$ cat config.mk
export PLATFORM = sky130hd
export DESIGN_NAME = line_to_motor_speed_frames
export DESIGN_NICKNAME = d
export VERILOG_FILES = /design/src/hdl/lms_pkg.sv /design/src/hdl/line_to_motor_speed_frames.sv /design/src/hdl/lms_fifo.sv /design/src/hdl/lms_front.sv /design/src/hdl/lms_back.sv
export SDC_FILE = /design/constraint.sdc
export NUM_CORES = 1
export LEC_CHECK = 0
export BUFFER_PORTS_ARGS = -buffer_cell sky130_fd_sc_hd__buf_4
export CORE_MARGIN = 4
export CORE_UTILIZATION = 35
export DETAILED_ROUTE_END_ITERATION = 10
export REMOVE_ABC_BUFFERS = 1
export SYNTH_ARGS = -nofsm -noshare
export SYNTH_HDL_FRONTEND = slang
export SYNTH_SLANG_ARGS = --single-unit
export TNS_END_PERCENT = 100
$ cat constraint.sdc
create_clock -name clk -period 6.8 [get_ports clk]
set_clock_uncertainty 0.15 [all_clocks]
set_input_delay 0.34 -clock clk [delete_from_list [all_inputs] [get_ports clk]]
set_output_delay 0.34 -clock clk [all_outputs]
set_load 0.05 [all_outputs]
$ cat src/hdl/lms_pkg.sv
// Shared types, constants and character helpers for the line-to-motor-speed frame builder.
package lms_pkg;

    // Character codes
    localparam logic [7:0] CHAR_LF    = 8'd10;
    localparam logic [7:0] CHAR_CR    = 8'd13;
    localparam logic [7:0] CHAR_TAB   = 8'd9;
    localparam logic [7:0] CHAR_SP    = 8'd32;
    localparam logic [7:0] CHAR_MINUS = 8'd45;
    localparam logic [7:0] CHAR_ZERO  = 8'd48;
    localparam logic [7:0] CHAR_NINE  = 8'd57;

    // Frame constants
    localparam logic [7:0] CMD_BYTE = 8'h02;
    localparam logic [7:0] DIR_NEG  = 8'hFF;
    localparam logic [7:0] DIR_POS  = 8'h00;

    // Field widths
    localparam int ID_W    = 11;
    localparam int SCALE_W = 4;
    localparam int WORD_W  = 16;
    localparam int ACC_W   = 32;

    // Configuration register map
    localparam int              ADDR_W      = 4;
    localparam int              DATA_W      = 32;
    localparam logic [1:0]      REG_FIRST_ID  = 2'd0;
    localparam logic [1:0]      REG_SECOND_ID = 2'd1;
    localparam logic [1:0]      REG_SCALE     = 2'd2;
    localparam logic [ID_W-1:0]    FIRST_ID_RST  = 11'd1;
    localparam logic [ID_W-1:0]    SECOND_ID_RST = 11'd0;
    localparam logic [SCALE_W-1:0] SCALE_RST     = 4'd5;

    // Queue depths; the job queue depth matches the two store banks
    localparam int JOB_DEPTH = 2;
    localparam int RES_DEPTH = 2;

    typedef struct packed {
        logic [ID_W-1:0]    first_id;
        logic [ID_W-1:0]    second_id;
        logic [SCALE_W-1:0] scale;
    } lms_cfg_t;

    typedef struct packed {
        logic [ID_W-1:0]   id;
        logic              neg;
        logic [WORD_W-1:0] word;
        logic              last;
    } lms_frame_t;

    typedef enum logic [2:0] {
        ST_IDLE,
        ST_WALK,
        ST_FIN,
        ST_EMIT1,
        ST_EMIT2
    } back_state_t;

    typedef enum logic [2:0] {
        PH_LEAD,
        PH_NUM1,
        PH_DIG1,
        PH_SEP,
        PH_NUM2,
        PH_DIG2,
        PH_DONE
    } parse_phase_t;

    function automatic logic is_blank(input logic [7:0] c);
        return (c == CHAR_SP) || (c == CHAR_TAB);
    endfunction

    function automatic logic is_trail(input logic [7:0] c);
        return (c == CHAR_SP) || (c == CHAR_TAB) || (c == CHAR_CR) || (c == CHAR_LF);
    endfunction

    function automatic logic is_digit(input logic [7:0] c);
        return (c >= CHAR_ZERO) && (c <= CHAR_NINE);
    endfunction

endpackage

$ cat src/hdl/line_to_motor_speed_frames.sv
// Top level: register port, front end, line job queue, back end and result queue.
// Throughput: one byte per cycle while full is low; two finished lines may wait before full rises.
// Flow: with the back end idle, a queued line is walked over its stored bytes, then the finish
//   step runs, then the first frame is pushed to the result queue from ST_EMIT1 and the second from ST_EMIT2;
//   the back end reads one stored byte per cycle through the line store's single read port.
// Reset: queues, counters and state clear; registers load ids 1 and 0 and scale 5.
//   The line store is not cleared; only bytes of the line in progress are read.
module line_to_motor_speed_frames #(
    parameter int LINE_DEPTH = 16
) (
    input  logic                         clk,
    input  logic                         rst_n,
    // Byte input
    input  logic                         push,
    output logic                         full,
    input  logic [7:0]                   rx_byte,
    // Frame output
    output logic                         empty,
    input  logic                         pop,
    output logic [lms_pkg::ID_W-1:0]     frame_id,
    output logic [7:0]                   command_byte,
    output logic [7:0]                   direction_byte,
    output logic signed [15:0]           speed_word,
    output logic                         last,
    // Register port
    input  logic                         psel,
    input  logic                         penable,
    input  logic                         pwrite,
    input  logic [lms_pkg::ADDR_W-1:0]   paddr,
    input  logic [lms_pkg::DATA_W-1:0]   pwdata,
    output logic [lms_pkg::DATA_W-1:0]   prdata,
    output logic                         pready
);
    import lms_pkg::*;

    localparam int PW = $clog2(LINE_DEPTH);
    localparam int FW = $bits(lms_frame_t);

    logic [ID_W-1:0]    first_id_reg, second_id_reg;
    logic [SCALE_W-1:0] scale_reg;
    logic [1:0]         reg_idx;
    logic               wr_en;
    lms_cfg_t           cfg;

    logic          job_full, job_empty, job_push, job_pop;
    logic [PW-1:0] job_len_in, job_len_out;
    logic          rd_en;
    logic [PW:0]   rd_addr;
    logic [7:0]    rd_data;

    logic          res_full, res_push;
    lms_frame_t    res_frame, res_head;
    logic [FW-1:0] res_pop_data;

    // Register port: write in the access cycle, read back by index
    assign pready  = 1'b1;
    assign reg_idx = paddr[3:2];
    assign wr_en   = psel && penable && pwrite && pready;

    always_ff @(posedge clk or negedge rst_n)
    begin
        if (!rst_n)
        begin
            first_id_reg  <= FIRST_ID_RST;
            second_id_reg <= SECOND_ID_RST;
            scale_reg     <= SCALE_RST;
        end
        else if (wr_en)
        begin
            unique case (reg_idx)
                REG_FIRST_ID:  first_id_reg  <= pwdata[ID_W-1:0];
                REG_SECOND_ID: second_id_reg <= pwdata[ID_W-1:0];
                REG_SCALE:     scale_reg     <= pwdata[SCALE_W-1:0];
                default:       ;
            endcase
        end
    end

    always_comb
    begin
        unique case (reg_idx)
            REG_FIRST_ID:  prdata = DATA_W'(first_id_reg);
            REG_SECOND_ID: prdata = DATA_W'(second_id_reg);
            REG_SCALE:     prdata = DATA_W'(scale_reg);
            default:       prdata = '0;
        endcase
    end

    assign cfg.first_id  = first_id_reg;
    assign cfg.second_id = second_id_reg;
    assign cfg.scale     = scale_reg;

    lms_front #(
        .LINE_DEPTH (LINE_DEPTH)
    ) u_front (
        .clk      (clk),
        .rst_n    (rst_n),
        .push     (push),
        .rx_byte  (rx_byte),
        .full     (full),
        .job_full (job_full),
        .job_push (job_push),
        .job_len  (job_len_in),
        .rd_en    (rd_en),
        .rd_addr  (rd_addr),
        .rd_data  (rd_data)
    );

    lms_fifo #(
        .WIDTH (PW),
        .DEPTH (JOB_DEPTH)
    ) u_job_q (
        .clk       (clk),
        .rst_n     (rst_n),
        .push      (job_push),
        .push_data (job_len_in),
        .full      (job_full),
        .pop       (job_pop),
        .pop_data  (job_len_out),
        .empty     (job_empty)
    );

    lms_back #(
        .LINE_DEPTH (LINE_DEPTH)
    ) u_back (
        .clk       (clk),
        .rst_n     (rst_n),
        .job_empty (job_empty),
        .job_len   (job_len_out),
        .job_pop   (job_pop),
        .rd_en     (rd_en),
        .rd_addr   (rd_addr),
        .rd_data   (rd_data),
        .cfg       (cfg),
        .res_full  (res_full),
        .res_push  (res_push),
        .res_frame (res_frame)
    );

    lms_fifo #(
        .WIDTH (FW),
        .DEPTH (RES_DEPTH)
    ) u_res_q (
        .clk       (clk),
        .rst_n     (rst_n),
        .push      (res_push),
        .push_data (res_frame),
        .full      (res_full),
        .pop       (pop),
        .pop_data  (res_pop_data),
        .empty     (empty)
    );

    // Expand the queued frame onto the result ports
    assign res_head       = lms_frame_t'(res_pop_data);
    assign frame_id       = res_head.id;
    assign command_byte   = CMD_BYTE;
    assign direction_byte = res_head.neg ? DIR_NEG : DIR_POS;
    assign speed_word     = $signed(res_head.word);
    assign last           = res_head.last;

endmodule

$ cat src/hdl/lms_fifo.sv
// Small synchronous queue with registered entries and a fill count.
module lms_fifo #(
    parameter int WIDTH = 8,
    parameter int DEPTH = 2
) (
    input  logic             clk,
    input  logic             rst_n,
    input  logic             push,
    input  logic [WIDTH-1:0] push_data,
    output logic             full,
    input  logic             pop,
    output logic [WIDTH-1:0] pop_data,
    output logic             empty
);
    localparam int PTR_W = (DEPTH > 1) ? $clog2(DEPTH) : 1;
    localparam int CNT_W = $clog2(DEPTH + 1);

    logic [WIDTH-1:0] entry_reg [DEPTH];
    logic [PTR_W-1:0] wr_ptr_reg, wr_ptr_next;
    logic [PTR_W-1:0] rd_ptr_reg, rd_ptr_next;
    logic [CNT_W-1:0] count_reg, count_next;
    logic             do_push, do_pop;

    assign full     = (count_reg == CNT_W'(DEPTH));
    assign empty    = (count_reg == '0);
    assign pop_data = entry_reg[rd_ptr_reg];
    assign do_push  = push && !full;
    assign do_pop   = pop && !empty;

    // Advance pointers with wrap at the queue depth
    always_comb
    begin
        wr_ptr_next = wr_ptr_reg;
        rd_ptr_next = rd_ptr_reg;
        count_next  = count_reg;
        if (do_push)
        begin
            wr_ptr_next = (wr_ptr_reg == PTR_W'(DEPTH - 1)) ? '0 : wr_ptr_reg + PTR_W'(1);
        end
        if (do_pop)
        begin
            rd_ptr_next = (rd_ptr_reg == PTR_W'(DEPTH - 1)) ? '0 : rd_ptr_reg + PTR_W'(1);
        end
        if (do_push && !do_pop)
        begin
            count_next = count_reg + CNT_W'(1);
        end
        else if (do_pop && !do_push)
        begin
            count_next = count_reg - CNT_W'(1);
        end
    end

    always_ff @(posedge clk or negedge rst_n)
    begin
        if (!rst_n)
        begin
            wr_ptr_reg <= '0;
            rd_ptr_reg <= '0;
            count_reg  <= '0;
        end
        else
        begin
            wr_ptr_reg <= wr_ptr_next;
            rd_ptr_reg <= rd_ptr_next;
            count_reg  <= count_next;
        end
    end

    // Hold entry data
    always_ff @(posedge clk)
    begin
        if (do_push)
        begin
            entry_reg[wr_ptr_reg] <= push_data;
        end
    end

endmodule

$ cat src/hdl/lms_front.sv
// Front end: takes bytes, fills the two-bank line store and queues lines with visible text.
module lms_front #(
    parameter int LINE_DEPTH = 16
) (
    input  logic                            clk,
    input  logic                            rst_n,
    input  logic                            push,
    input  logic [7:0]                      rx_byte,
    output logic                            full,
    input  logic                            job_full,
    output logic                            job_push,
    output logic [$clog2(LINE_DEPTH)-1:0]   job_len,
    input  logic                            rd_en,
    input  logic [$clog2(LINE_DEPTH):0]     rd_addr,
    output logic [7:0]                      rd_data
);
    import lms_pkg::*;

    localparam int PW = $clog2(LINE_DEPTH);
    localparam int AW = PW + 1;

    logic [7:0]    store_mem [2**AW];
    logic [7:0]    rd_data_reg;
    logic [PW-1:0] fill_reg, fill_next;
    logic          bank_reg, bank_next;
    logic          text_reg, text_next;
    logic          accept, room, term;

    assign full   = job_full;
    assign accept = push && !job_full;
    assign room   = (fill_reg < PW'(LINE_DEPTH - 1));
    assign term   = (rx_byte == CHAR_LF) || (rx_byte == CHAR_CR);

    // Classify the byte: store it, track visible text, close the line on CR or LF
    always_comb
    begin
        fill_next = fill_reg;
        bank_next = bank_reg;
        text_next = text_reg;
        job_push  = 1'b0;
        job_len   = fill_reg;
        if (accept)
        begin
            if (term)
            begin
                fill_next = '0;
                text_next = 1'b0;
                if (text_reg)
                begin
                    job_push  = 1'b1;
                    bank_next = !bank_reg;
                end
            end
            else if (room)
            begin
                fill_next = fill_reg + PW'(1);
                text_next = text_reg || !is_trail(rx_byte);
            end
        end
    end

    always_ff @(posedge clk or negedge rst_n)
    begin
        if (!rst_n)
        begin
            fill_reg <= '0;
            bank_reg <= 1'b0;
            text_reg <= 1'b0;
        end
        else
        begin
            fill_reg <= fill_next;
            bank_reg <= bank_next;
            text_reg <= text_next;
        end
    end

    // Write the line store; drop bytes past the line limit and line ends
    always_ff @(posedge clk)
    begin
        if (accept && !term && room)
        begin
            store_mem[{bank_reg, fill_reg}] <= rx_byte;
        end
    end

    // Registered read for the back end
    always_ff @(posedge clk)
    begin
        if (rd_en)
        begin
            rd_data_reg <= store_mem[rd_addr];
        end
    end

    assign rd_data = rd_data_reg;

endmodule

$ cat src/hdl/lms_back.sv
// Back end: walks a queued line, parses two speeds and builds the two frames.
module lms_back #(
    parameter int LINE_DEPTH = 16
) (
    input  logic                            clk,
    input  logic                            rst_n,
    input  logic                            job_empty,
    input  logic [$clog2(LINE_DEPTH)-1:0]   job_len,
    output logic                            job_pop,
    output logic                            rd_en,
    output logic [$clog2(LINE_DEPTH):0]     rd_addr,
    input  logic [7:0]                      rd_data,
    input  lms_pkg::lms_cfg_t               cfg,
    input  logic                            res_full,
    output logic                            res_push,
    output lms_pkg::lms_frame_t             res_frame
);
    import lms_pkg::*;

    localparam int PW = $clog2(LINE_DEPTH);

    back_state_t       state_reg, state_next;
    parse_phase_t      phase_reg, phase_next, ph;
    logic [PW-1:0]     issue_reg, issue_next;
    logic [PW-1:0]     len_reg, len_next;
    logic              bank_reg, bank_next;
    logic              vld_reg, vld_next;
    logic [ACC_W-1:0]  acc1_reg, acc1_next, acc2_reg, acc2_next;
    logic              neg1_reg, neg1_next, neg2_reg, neg2_next;
    logic              sgn1_reg, sgn1_next, sgn2_reg, sgn2_next;
    logic [WORD_W-1:0] mag1_reg, mag1_next, mag2_reg, mag2_next;

    // Parse step signals
    logic [ACC_W-1:0]  cur, sum, dig_ext, a1, a2;
    logic              n1, n2, used;
    logic [3:0]        dig;

    // Finish and scale signals
    logic [ACC_W-1:0]          s1, s2;
    logic                      sgn_sel;
    logic [WORD_W-1:0]         mag_sel, word_pos, word;
    logic [WORD_W+SCALE_W-1:0] prod;

    // Multiply-accumulate one decimal digit
    assign dig     = 4'(rd_data - CHAR_ZERO);
    assign dig_ext = ACC_W'(dig);
    assign cur     = (phase_reg == PH_DIG2) ? acc2_reg : acc1_reg;
    assign sum     = (cur << 3) + (cur << 1) + dig_ext;

    // Advance the parse by one byte; a non-matching byte falls through to the next phase
    always_comb
    begin
        ph   = phase_reg;
        a1   = acc1_reg;
        a2   = acc2_reg;
        n1   = neg1_reg;
        n2   = neg2_reg;
        used = 1'b0;
        if (ph == PH_LEAD)
        begin
            if (is_blank(rd_data))
            begin
                used = 1'b1;
            end
            else
            begin
                ph = PH_NUM1;
            end
        end
        if (!used && ph == PH_NUM1)
        begin
            if (rd_data == CHAR_MINUS)
            begin
                n1 = 1'b1;
                ph = PH_DIG1;
                used = 1'b1;
            end
            else if (is_digit(rd_data))
            begin
                a1 = dig_ext;
                ph = PH_DIG1;
                used = 1'b1;
            end
            else
            begin
                ph = PH_SEP;
            end
        end
        else if (!used && ph == PH_DIG1)
        begin
            if (is_digit(rd_data))
            begin
                a1 = sum;
                used = 1'b1;
            end
            else
            begin
                ph = PH_SEP;
            end
        end
        if (!used && ph == PH_SEP)
        begin
            if (rd_data == CHAR_SP)
            begin
                used = 1'b1;
            end
            else
            begin
                ph = PH_NUM2;
            end
        end
        if (!used && ph == PH_NUM2)
        begin
            if (rd_data == CHAR_MINUS)
            begin
                n2 = 1'b1;
                ph = PH_DIG2;
                used = 1'b1;
            end
            else if (is_digit(rd_data))
            begin
                a2 = dig_ext;
                ph = PH_DIG2;
                used = 1'b1;
            end
            else
            begin
                ph = PH_DONE;
            end
        end
        else if (!used && ph == PH_DIG2)
        begin
            if (is_digit(rd_data))
            begin
                a2 = sum;
            end
            else
            begin
                ph = PH_DONE;
            end
        end
    end

    // Apply sign, then take sign and low magnitude bits of each speed
    assign s1 = neg1_reg ? (ACC_W'(0) - acc1_reg) : acc1_reg;
    assign s2 = neg2_reg ? (ACC_W'(0) - acc2_reg) : acc2_reg;

    // Scale the selected speed and restore its sign
    assign sgn_sel  = (state_reg == ST_EMIT2) ? sgn2_reg : sgn1_reg;
    assign mag_sel  = (state_reg == ST_EMIT2) ? mag2_reg : mag1_reg;
    assign prod     = mag_sel * cfg.scale;
    assign word_pos = prod[WORD_W-1:0];
    assign word     = sgn_sel ? (WORD_W'(0) - word_pos) : word_pos;

    // Sequence the line walk, the finish step and the two frames
    always_comb
    begin
        state_next = state_reg;
        phase_next = phase_reg;
        issue_next = issue_reg;
        len_next   = len_reg;
        bank_next  = bank_reg;
        vld_next   = 1'b0;
        acc1_next  = acc1_reg;
        acc2_next  = acc2_reg;
        neg1_next  = neg1_reg;
        neg2_next  = neg2_reg;
        sgn1_next  = sgn1_reg;
        sgn2_next  = sgn2_reg;
        mag1_next  = mag1_reg;
        mag2_next  = mag2_reg;
        job_pop    = 1'b0;
        rd_en      = 1'b0;
        rd_addr    = {bank_reg, issue_reg};
        res_push   = 1'b0;
        res_frame.id   = cfg.first_id;
        res_frame.neg  = sgn_sel;
        res_frame.word = word;
        res_frame.last = 1'b0;
        unique case (state_reg)
            ST_IDLE:
            begin
                if (!job_empty)
                begin
                    len_next   = job_len;
                    issue_next = '0;
                    phase_next = PH_LEAD;
                    acc1_next  = '0;
                    acc2_next  = '0;
                    neg1_next  = 1'b0;
                    neg2_next  = 1'b0;
                    state_next = ST_WALK;
                end
            end
            ST_WALK:
            begin
                if (issue_reg != len_reg)
                begin
                    rd_en      = 1'b1;
                    vld_next   = 1'b1;
                    issue_next = issue_reg + PW'(1);
                end
                else if (!vld_reg)
                begin
                    state_next = ST_FIN;
                end
                if (vld_reg)
                begin
                    phase_next = ph;
                    acc1_next  = a1;
                    acc2_next  = a2;
                    neg1_next  = n1;
                    neg2_next  = n2;
                end
            end
            ST_FIN:
            begin
                sgn1_next  = s1[ACC_W-1];
                sgn2_next  = s2[ACC_W-1];
                mag1_next  = s1[ACC_W-1] ? (WORD_W'(0) - s1[WORD_W-1:0]) : s1[WORD_W-1:0];
                mag2_next  = s2[ACC_W-1] ? (WORD_W'(0) - s2[WORD_W-1:0]) : s2[WORD_W-1:0];
                job_pop    = 1'b1;
                bank_next  = !bank_reg;
                state_next = ST_EMIT1;
            end
            ST_EMIT1:
            begin
                if (!res_full)
                begin
                    res_push   = 1'b1;
                    state_next = ST_EMIT2;
                end
            end
            ST_EMIT2:
            begin
                res_frame.id   = cfg.second_id;
                res_frame.last = 1'b1;
                if (!res_full)
                begin
                    res_push   = 1'b1;
                    state_next = ST_IDLE;
                end
            end
            default:
            begin
                state_next = ST_IDLE;
            end
        endcase
    end

    always_ff @(posedge clk or negedge rst_n)
    begin
        if (!rst_n)
        begin
            state_reg <= ST_IDLE;
            phase_reg <= PH_LEAD;
            issue_reg <= '0;
            len_reg   <= '0;
            bank_reg  <= 1'b0;
            vld_reg   <= 1'b0;
        end
        else
        begin
            state_reg <= state_next;
            phase_reg <= phase_next;
            issue_reg <= issue_next;
            len_reg   <= len_next;
            bank_reg  <= bank_next;
            vld_reg   <= vld_next;
        end
    end

    // Hold parse and speed values
    always_ff @(posedge clk)
    begin
        acc1_reg <= acc1_next;
        acc2_reg <= acc2_next;
        neg1_reg <= neg1_next;
        neg2_reg <= neg2_next;
        sgn1_reg <= sgn1_next;
        sgn2_reg <= sgn2_next;
        mag1_reg <= mag1_next;
        mag2_reg <= mag2_next;
    end

endmodule

==> flow_summary_export.csv, run 1 <==
group,metric,value,unit
placement,gp_congestion,0.835,
worst_setup_path,cp.arrival,5.81,ns
detailed_routing,viasPerCell,5.04,
outcome,outcome,"complete, no violations",
global_route,grt_pass1_vias,15912,
die,core,71600,um^2
power_and_ir_drop,pwr-share-comb,49.5,%
yosys,synthArstFlopShare,11.5,%
min_path,holdCritStartpoint,"rx_byte[3]",
sta,hold_viol,0,
clocking,cts_root_buf,"clkbuf_16",
yosys,yosysSeqAreaShare,56.5,%
layout,antenna_cells,0,
die,rows,98,
detailed_routing,drtPass1Iterations,5,
worst_setup_path,r2r-start,"u_back.state_reg[0]",
global_route,grt-ovfl-total,0,
sta,rsz0062_at_grt,"no",
yosys,synth_ff_type,"edfxtp_1",
clocking,cts_tree,"done",
worst_setup_path,crit_required,6.97,ns
sta,fmax,177,MHz
clocking,cts_buffer_depth,3,
detailed_routing,num_vias,15583,
power_and_ir_drop,p_int,9.46,mW
detailed_routing,drt_iter0_markers,1082,
layout,nets,2260,
power_and_ir_drop,pwr-share-clk,19.5,%
global_route,grtUsageTotal,13.8,%
clocking,cts_sinks,486,
clocking,clkTransAtPathRegs,0.06,ns
sta,worst_pin_slew,1.19,ns
worst_setup_path,path_class,"reg2reg",
global_route,grt_first_pass_wirelength,86300,um
global_route,antenna_found_initial,0,
die,die_x,277,um
power_and_ir_drop,ir_drop,0.356,mV
clocking,h-tree-depth,2,
worst_setup_path,critPathMaxFanout,18,
power_and_ir_drop,swShare,41.1,%
worst_setup_path,crit_path_end_kind,"flop",
placement,numPortBuffers,76,
yosys,synth_edf_count,430,
layout,drive_gt1_share,15.8,%
detailed_routing,ant_nets,0,
yosys,syn_area,25400,um^2
detailed_routing,drc,0,
die,die_h,277,um
clocking,cts_made_buffers,53,
flow_run,cap_violations,0,
yosys,ys_ff_latch,486,
placement,dp_hpwl,36400,um
yosys,avgSynthCellArea,12.7,um^2
power_and_ir_drop,power_switching,6.59,mW
layout,utilization,40.5,%
worst_setup_path,r2r_slack,1.16,ns
min_path,min_path_type,"in2reg",
global_route,grt_max_degree,57,
layout,fillers,6697,
clocking,cts_setup_buffers,0,
die,dieArea,76800,um^2
sta,slew_headroom,20.3,%
die,start_util,35.4,%
min_path,whs_path_depth,1,
yosys,synthCells,1999,
min_path,min_to,"u_front.store_mem[31][3]",
power_and_ir_drop,cellPowerDensity,553,nW/um^2
yosys,ys_types,72,
clocking,clkLatencyLatePin,0.62,ns
layout,largest_reg_flops,256,
sta,setup_viol,0,
power_and_ir_drop,p_seq_share,31.0,%
sta,layout_min_cycle_time,5.64,ns
yosys,yosys_warnings,0,
sta,slew_viol_final,0,
worst_setup_path,r2r-end,"u_res_q.entry_reg[1][16]",
detailed_routing,wire_per_inst,17.3,um
detailed_routing,wl,53600,um
worst_setup_path,reg2reg_depth,17,
sta,min_period_over_period,83.0,%
sta,setup_tns,0,ns
worst_setup_path,cp-start-kind,"flop",
die,io_pins,130,
layout,syn_to_final_growth,14.3,%
power_and_ir_drop,power.static_leakage,10.7,nW
## synth_stat cells (13+ instances only)
library cell / number / share of area (%)
a21o_1: 19 / 0.56
xor2_1: 51 / 1.8
mux2_2: 100 / 4.4
ha_1: 84 / 4.1
nand2_1: 130 / 1.9
fa_1: 27 / 2.1
nor2b_1: 46 / 1.1
o21ai_0: 73 / 1.4
nor2_1: 194 / 2.9
edfxtp_1: 430 / 51
nor3_1: 28 / 0.55
mux4_2: 32 / 2.8
buf_4: 37 / 1.1
or3_1: 13 / 0.32
nor4_1: 13 / 0.32
mux2i_1: 98 / 3.9
and2_1: 15 / 0.37
buf_1: 24 / 0.36
xnor2_1: 80 / 2.8
dfrtp_1: 53 / 5.2
a21oi_1: 72 / 1.4
clkbuf_1: 55 / 0.81
nand2b_1: 22 / 0.54
o221ai_1: 25 / 0.86
nand3_1: 18 / 0.36
inv_1: 82 / 1.2
## critical path: stages (launching register included)
cell and delay (ns):
dfrtp_1 0.47, nor2_1 0.12, nand2_1 0.09, inv_1 0.61, mux2i_1 0.42, nand2b_1 0.18, fa_1 0.46, fa_1 0.55
inv_1 0.07, fa_1 0.48, a211oi_1 0.31, o21ai_0 0.21, a311oi_1 0.39, o21bai_1 0.10, a21oi_1 0.19, xor2_1 0.24
a31oi_1 0.14, xnor2_1 0.15
## worst max-delay path by stage
stage / start / to / slack (ns) / cells after the start
6_report: u_back.state_reg[0] / u_res_q.entry_reg[1][16] / 1.16 / 17
5_1_grt: u_back.state_reg[0] / u_res_q.entry_reg[1][16] / 0.67 / 17
4_1_cts: u_back.state_reg[0] / u_res_q.entry_reg[1][16] / 1.12 / 17
3_5_place_dp: u_back.state_reg[0] / u_res_q.entry_reg[0][16] / 1.19 / 17
3_3_place_gp: u_back.state_reg[0] / u_res_q.entry_reg[0][16] / 1.30 / 17
2_1_floorplan: u_back.issue_reg[0] / u_back.issue_reg[3] / 1.46 / 5
## what timing repair did
action | 4_1_cts | 5_1_grt
endpoints found under the setup margin | 0 | 0
hold buffers | 20 | 0
gates resized for setup | 0 | 0
hold endpoints to repair | 246 | 0
## final cells by class
class	instances	area, um^2	area share, %
multi-input combinational	1356	10300	35.6
sequential	486	14300	49.4
clock inverter	36	546	1.88
inverter	83	314	1.08
timing repair buffer	118	936	3.23
tap	950	1190	4.10
clock buffer	64	1370	4.72
## power groups by stage
stage / Clock [mW] / Sequential [mW] / Combinational (mW)
5_1_grt: 3.34 / 5.06 / 8.92
3_5_place_dp: 0 / 5.03 / 7.97
2_1_floorplan: 0 / 4.96 / 6.10
6_report: 3.13 / 4.97 / 7.95
4_1_cts: 3.21 / 4.97 / 8.01
3_3_place_gp: 0 / 5.00 / 7.82
## cells by family after synthesis
group           Yosys count  synth area share (%)
compound gates          302                  7.82
simple gates            535                  10.0
fa+ha+maj               111                  6.28
xor+xnor                132                  4.63
mux                     230                  11.2
other cells               2                0.0296
buf+inv                 201                  3.59
flops                   486                  56.5
## routing by layer
metal  vias up  share of wire (%)  GRT usage, %
met1      7638                 45          18.1
met3        94                4.9          2.13
met5         -                  0             0
li1       7486                  -             -
met4         0                2.5          4.28
met2       365                 48          23.5
## stage by stage
step / hold slack, ns / instance area, um^2 / setup WS (ns) / instances / total power [mW]
after floorplan: -0.106 / 24900 / 1.46 / 1925 / 11.1
after global placement: 0.300 / 26900 / 1.30 / 2973 / 12.8
after detailed placement: 0.314 / 26900 / 1.19 / 2973 / 13.0
after CTS: 0.0118 / 29000 / 1.12 / 3093 / 16.2
after global routing: 0.0356 / 29000 / 0.675 / 3093 / 17.3
final: 0.0449 / 29000 / 1.16 / 3093 / 16.0
## layout by cell type, fill, tap and decap left out, drive strengths merged, types with 25 or more instances in the layout
| master | count |
|---|---|
| nand2 | 130 |
| o221ai | 25 |
| edfxtp | 430 |
| dfrtp | 53 |
| nor2b | 46 |
| xor2 | 52 |
| mux4 | 32 |
| nor3 | 28 |
| clkbuf | 64 |
| o21ai | 73 |
| nor2 | 194 |
| a21oi | 73 |
| mux2 | 100 |
| xnor2 | 80 |
| mux2i | 98 |
| inv | 85 |
| conb | 46 |
| ha | 84 |
| fa | 27 |
| buf | 98 |
No activity file was read; power rests on OpenSTA's default activity.
==> run 2, diff against run 1 <==
==> constraint.sdc (replaced) <==
create_clock -name clk -period 5.3 [get_ports clk]
set_clock_uncertainty 0.15 [all_clocks]
set_input_delay 0.265 -clock clk [delete_from_list [all_inputs] [get_ports clk]]
set_output_delay 0.265 -clock clk [all_outputs]
set_load 0.05 [all_outputs]
==> run 2 against run 1 <==
Global-route usage barely moved. Power rose by 27%. Final cell count rose by 0.16%. Core utilization fell by 0.051 points. Clock power rose by 17%. First-iteration DRC count fell by 9.2%.
==> flow_summary_export.csv, run 2 (synthesis results as in run 1) <==
group,metric,value,unit
global_route,antenna_found_initial,0,
worst_setup_path,crit_slowest_cell,"o311ai_0",
worst_setup_path,crit_path_end_kind,"flop",
sta,worst_pin_slew,1.21,ns
detailed_routing,wl,54200,um
placement,placed_area,27000,um^2
flow_run,cap_violations,0,
detailed_routing,drc,0,
die,die_x,277,um
layout,utilization,40.4,%
clocking,h-tree-depth,2,
layout,largest_reg_flops,256,
die,die_h,277,um
die,io_pins,130,
sta,hold_viol,0,
worst_setup_path,max_stage_delay,0.59,ns
power_and_ir_drop,ir_drop,0.513,mV
outcome,outcome,"complete, no violations",
sta,setup_tns,0,ns
worst_setup_path,path_class,"reg2reg",
sta,slew_viol_final,0,
clocking,cts_tree,"done",
worst_setup_path,crit_chain,"nand3_1 -> o21ai_0 -> inv_1 -> fa_1 -> inv_1 -> fa_1 -> a21o_1 -> a211oi_1 -> nor2_1 -> o311ai_0 -> nand2_1 -> a311oi_1 -> xor2_1 -> nor2_1",
detailed_routing,num_vias,15524,
placement,gp_congestion,0.815,
sta,fmax,204,MHz
worst_setup_path,critPathMaxFanout,9,
power_and_ir_drop,cellPowerDensity,703,nW/um^2
sta,layout_min_cycle_time,4.90,ns
worst_setup_path,cp-start-kind,"flop",
die,rows,98,
layout,final_common_cell,"edfxtp_1",
worst_setup_path,critPathTopFamily,"compound AO/OA/AOI/OAI gates",
sta,slew_headroom,19.0,%
layout,drive_gt1_share,16.3,%
clocking,clkLatencyLatePin,0.62,ns
sta,min_period_over_period,92.5,%
worst_setup_path,cp.arrival,5.10,ns
clocking,cts_setup_buffers,0,
clocking,cts_sinks,486,
min_path,min_path_type,"in2async",
placement,dp_hpwl,37300,um
detailed_routing,ant_nets,0,
layout,final_area,29000,um^2
layout,fillers,6690,
detailed_routing,drt_iter0_markers,982,
die,start_util,35.4,%
global_route,grt_pass1_vias,15852,
power_and_ir_drop,p_total,20.4,mW
detailed_routing,viasPerCell,5.01,
detailed_routing,drtPass1Iterations,5,
global_route,grtUsageTotal,13.8,%
worst_setup_path,crit_required,5.50,ns
clocking,clkTransAtPathRegs,0.06,ns
layout,antenna_cells,0,
global_route,grt_first_pass_wirelength,86500,um
detailed_routing,wire_per_inst,17.5,um
layout,nets,2273,
sta,setup_viol,0,
global_route,grt-ovfl-total,0,
global_route,grt_max_degree,57,
layout,syn_to_final_growth,14.2,%
sta,rsz0062_at_grt,"no",
power_and_ir_drop,power.static_leakage,10.6,nW
clocking,cts_buffer_depth,3,
placement,numPortBuffers,76,
layout,most-common-layout-cells,"edfxtp_1, nor2_1, nand2_1",
worst_setup_path,cp.buffers_inverters,2,
clocking,cts_made_buffers,53,
clocking,cts_root_buf,"clkbuf_16",
die,core,71600,um^2
die,dieArea,76800,um^2
run 2: changes by cell type in the layout (fill, tap and decap cells not counted), moves of 3 or more:
| cell | change |
|---|---|
| buf_4 | +10 |
| bufinv_16 | -8 |
| mux2i_1 | -5 |
| mux2i_2 | +5 |
| clkinv_4 | -4 |
| clkbuf_8 | +3 |
run 2: where the power goes:
part	internal (mW)	switching, mW	total, mW
sequential	5.61	0.801	6.41
clock	2.14	1.53	3.67
combinational	4.15	6.12	10.3
run 2: metrics by stage:
step,hold slack [ns],std cells,worst slack [ns]
finish,0.115,3098,0.396
global route,0.115,3098,0.0250
CTS,0.0597,3098,0.198
detailed placement,0.236,2984,0.230
global placement,0.226,2984,0.238
floorplan,-0.181,1925,-0.0438
run 2: cell type report:
class                           instances  area, um^2  share of cell area, %
Clock buffer                           70        1460                   5.05
Clock inverter                         22         277                  0.955
Inverter                               83         314                   1.08
Multi-Input combinational cell       1356       10400                   35.8
Sequential cell                       486       14300                   49.5
Tap cell                              950        1190                   4.10
Timing Repair Buffer                  131        1040                   3.60
run 2: layer usage:
metal  track usage [%]  vias up  wire length (um)
met5                 0        -                 0
met3              2.39       68              2550
met4              3.67        0              1000
li1                  -     7503                 -
met2              23.6      310             26200
met1              18.3     7643             24400
run 2: final timing paths:
path | depth (start not counted) | start | slack, ns | endpoint
worst max-delay path | 14 | u_back.phase_reg[2] | 0.40 | u_back.acc2_reg[20]
worst min-delay path | 2 | rst_n | 0.12 | second_id_reg[9]
worst max register to register | 14 | u_back.phase_reg[2] | 0.40 | u_back.acc2_reg[20]
worst min register to register | 1 | u_res_q.rd_ptr_reg | 0.32 | u_res_q.rd_ptr_reg
max in group asynchronous | 2 | rst_n | 4.31 | u_back.issue_reg[0]
min in group clk | 4 | penable | 0.12 | first_id_reg[5]
run 2: timing repair:
action,in CTS,in global routing
endpoints found under the hold margin,340,0
resized for setup,0,11
endpoints found under the setup margin,0,10
hold buffers,22,0
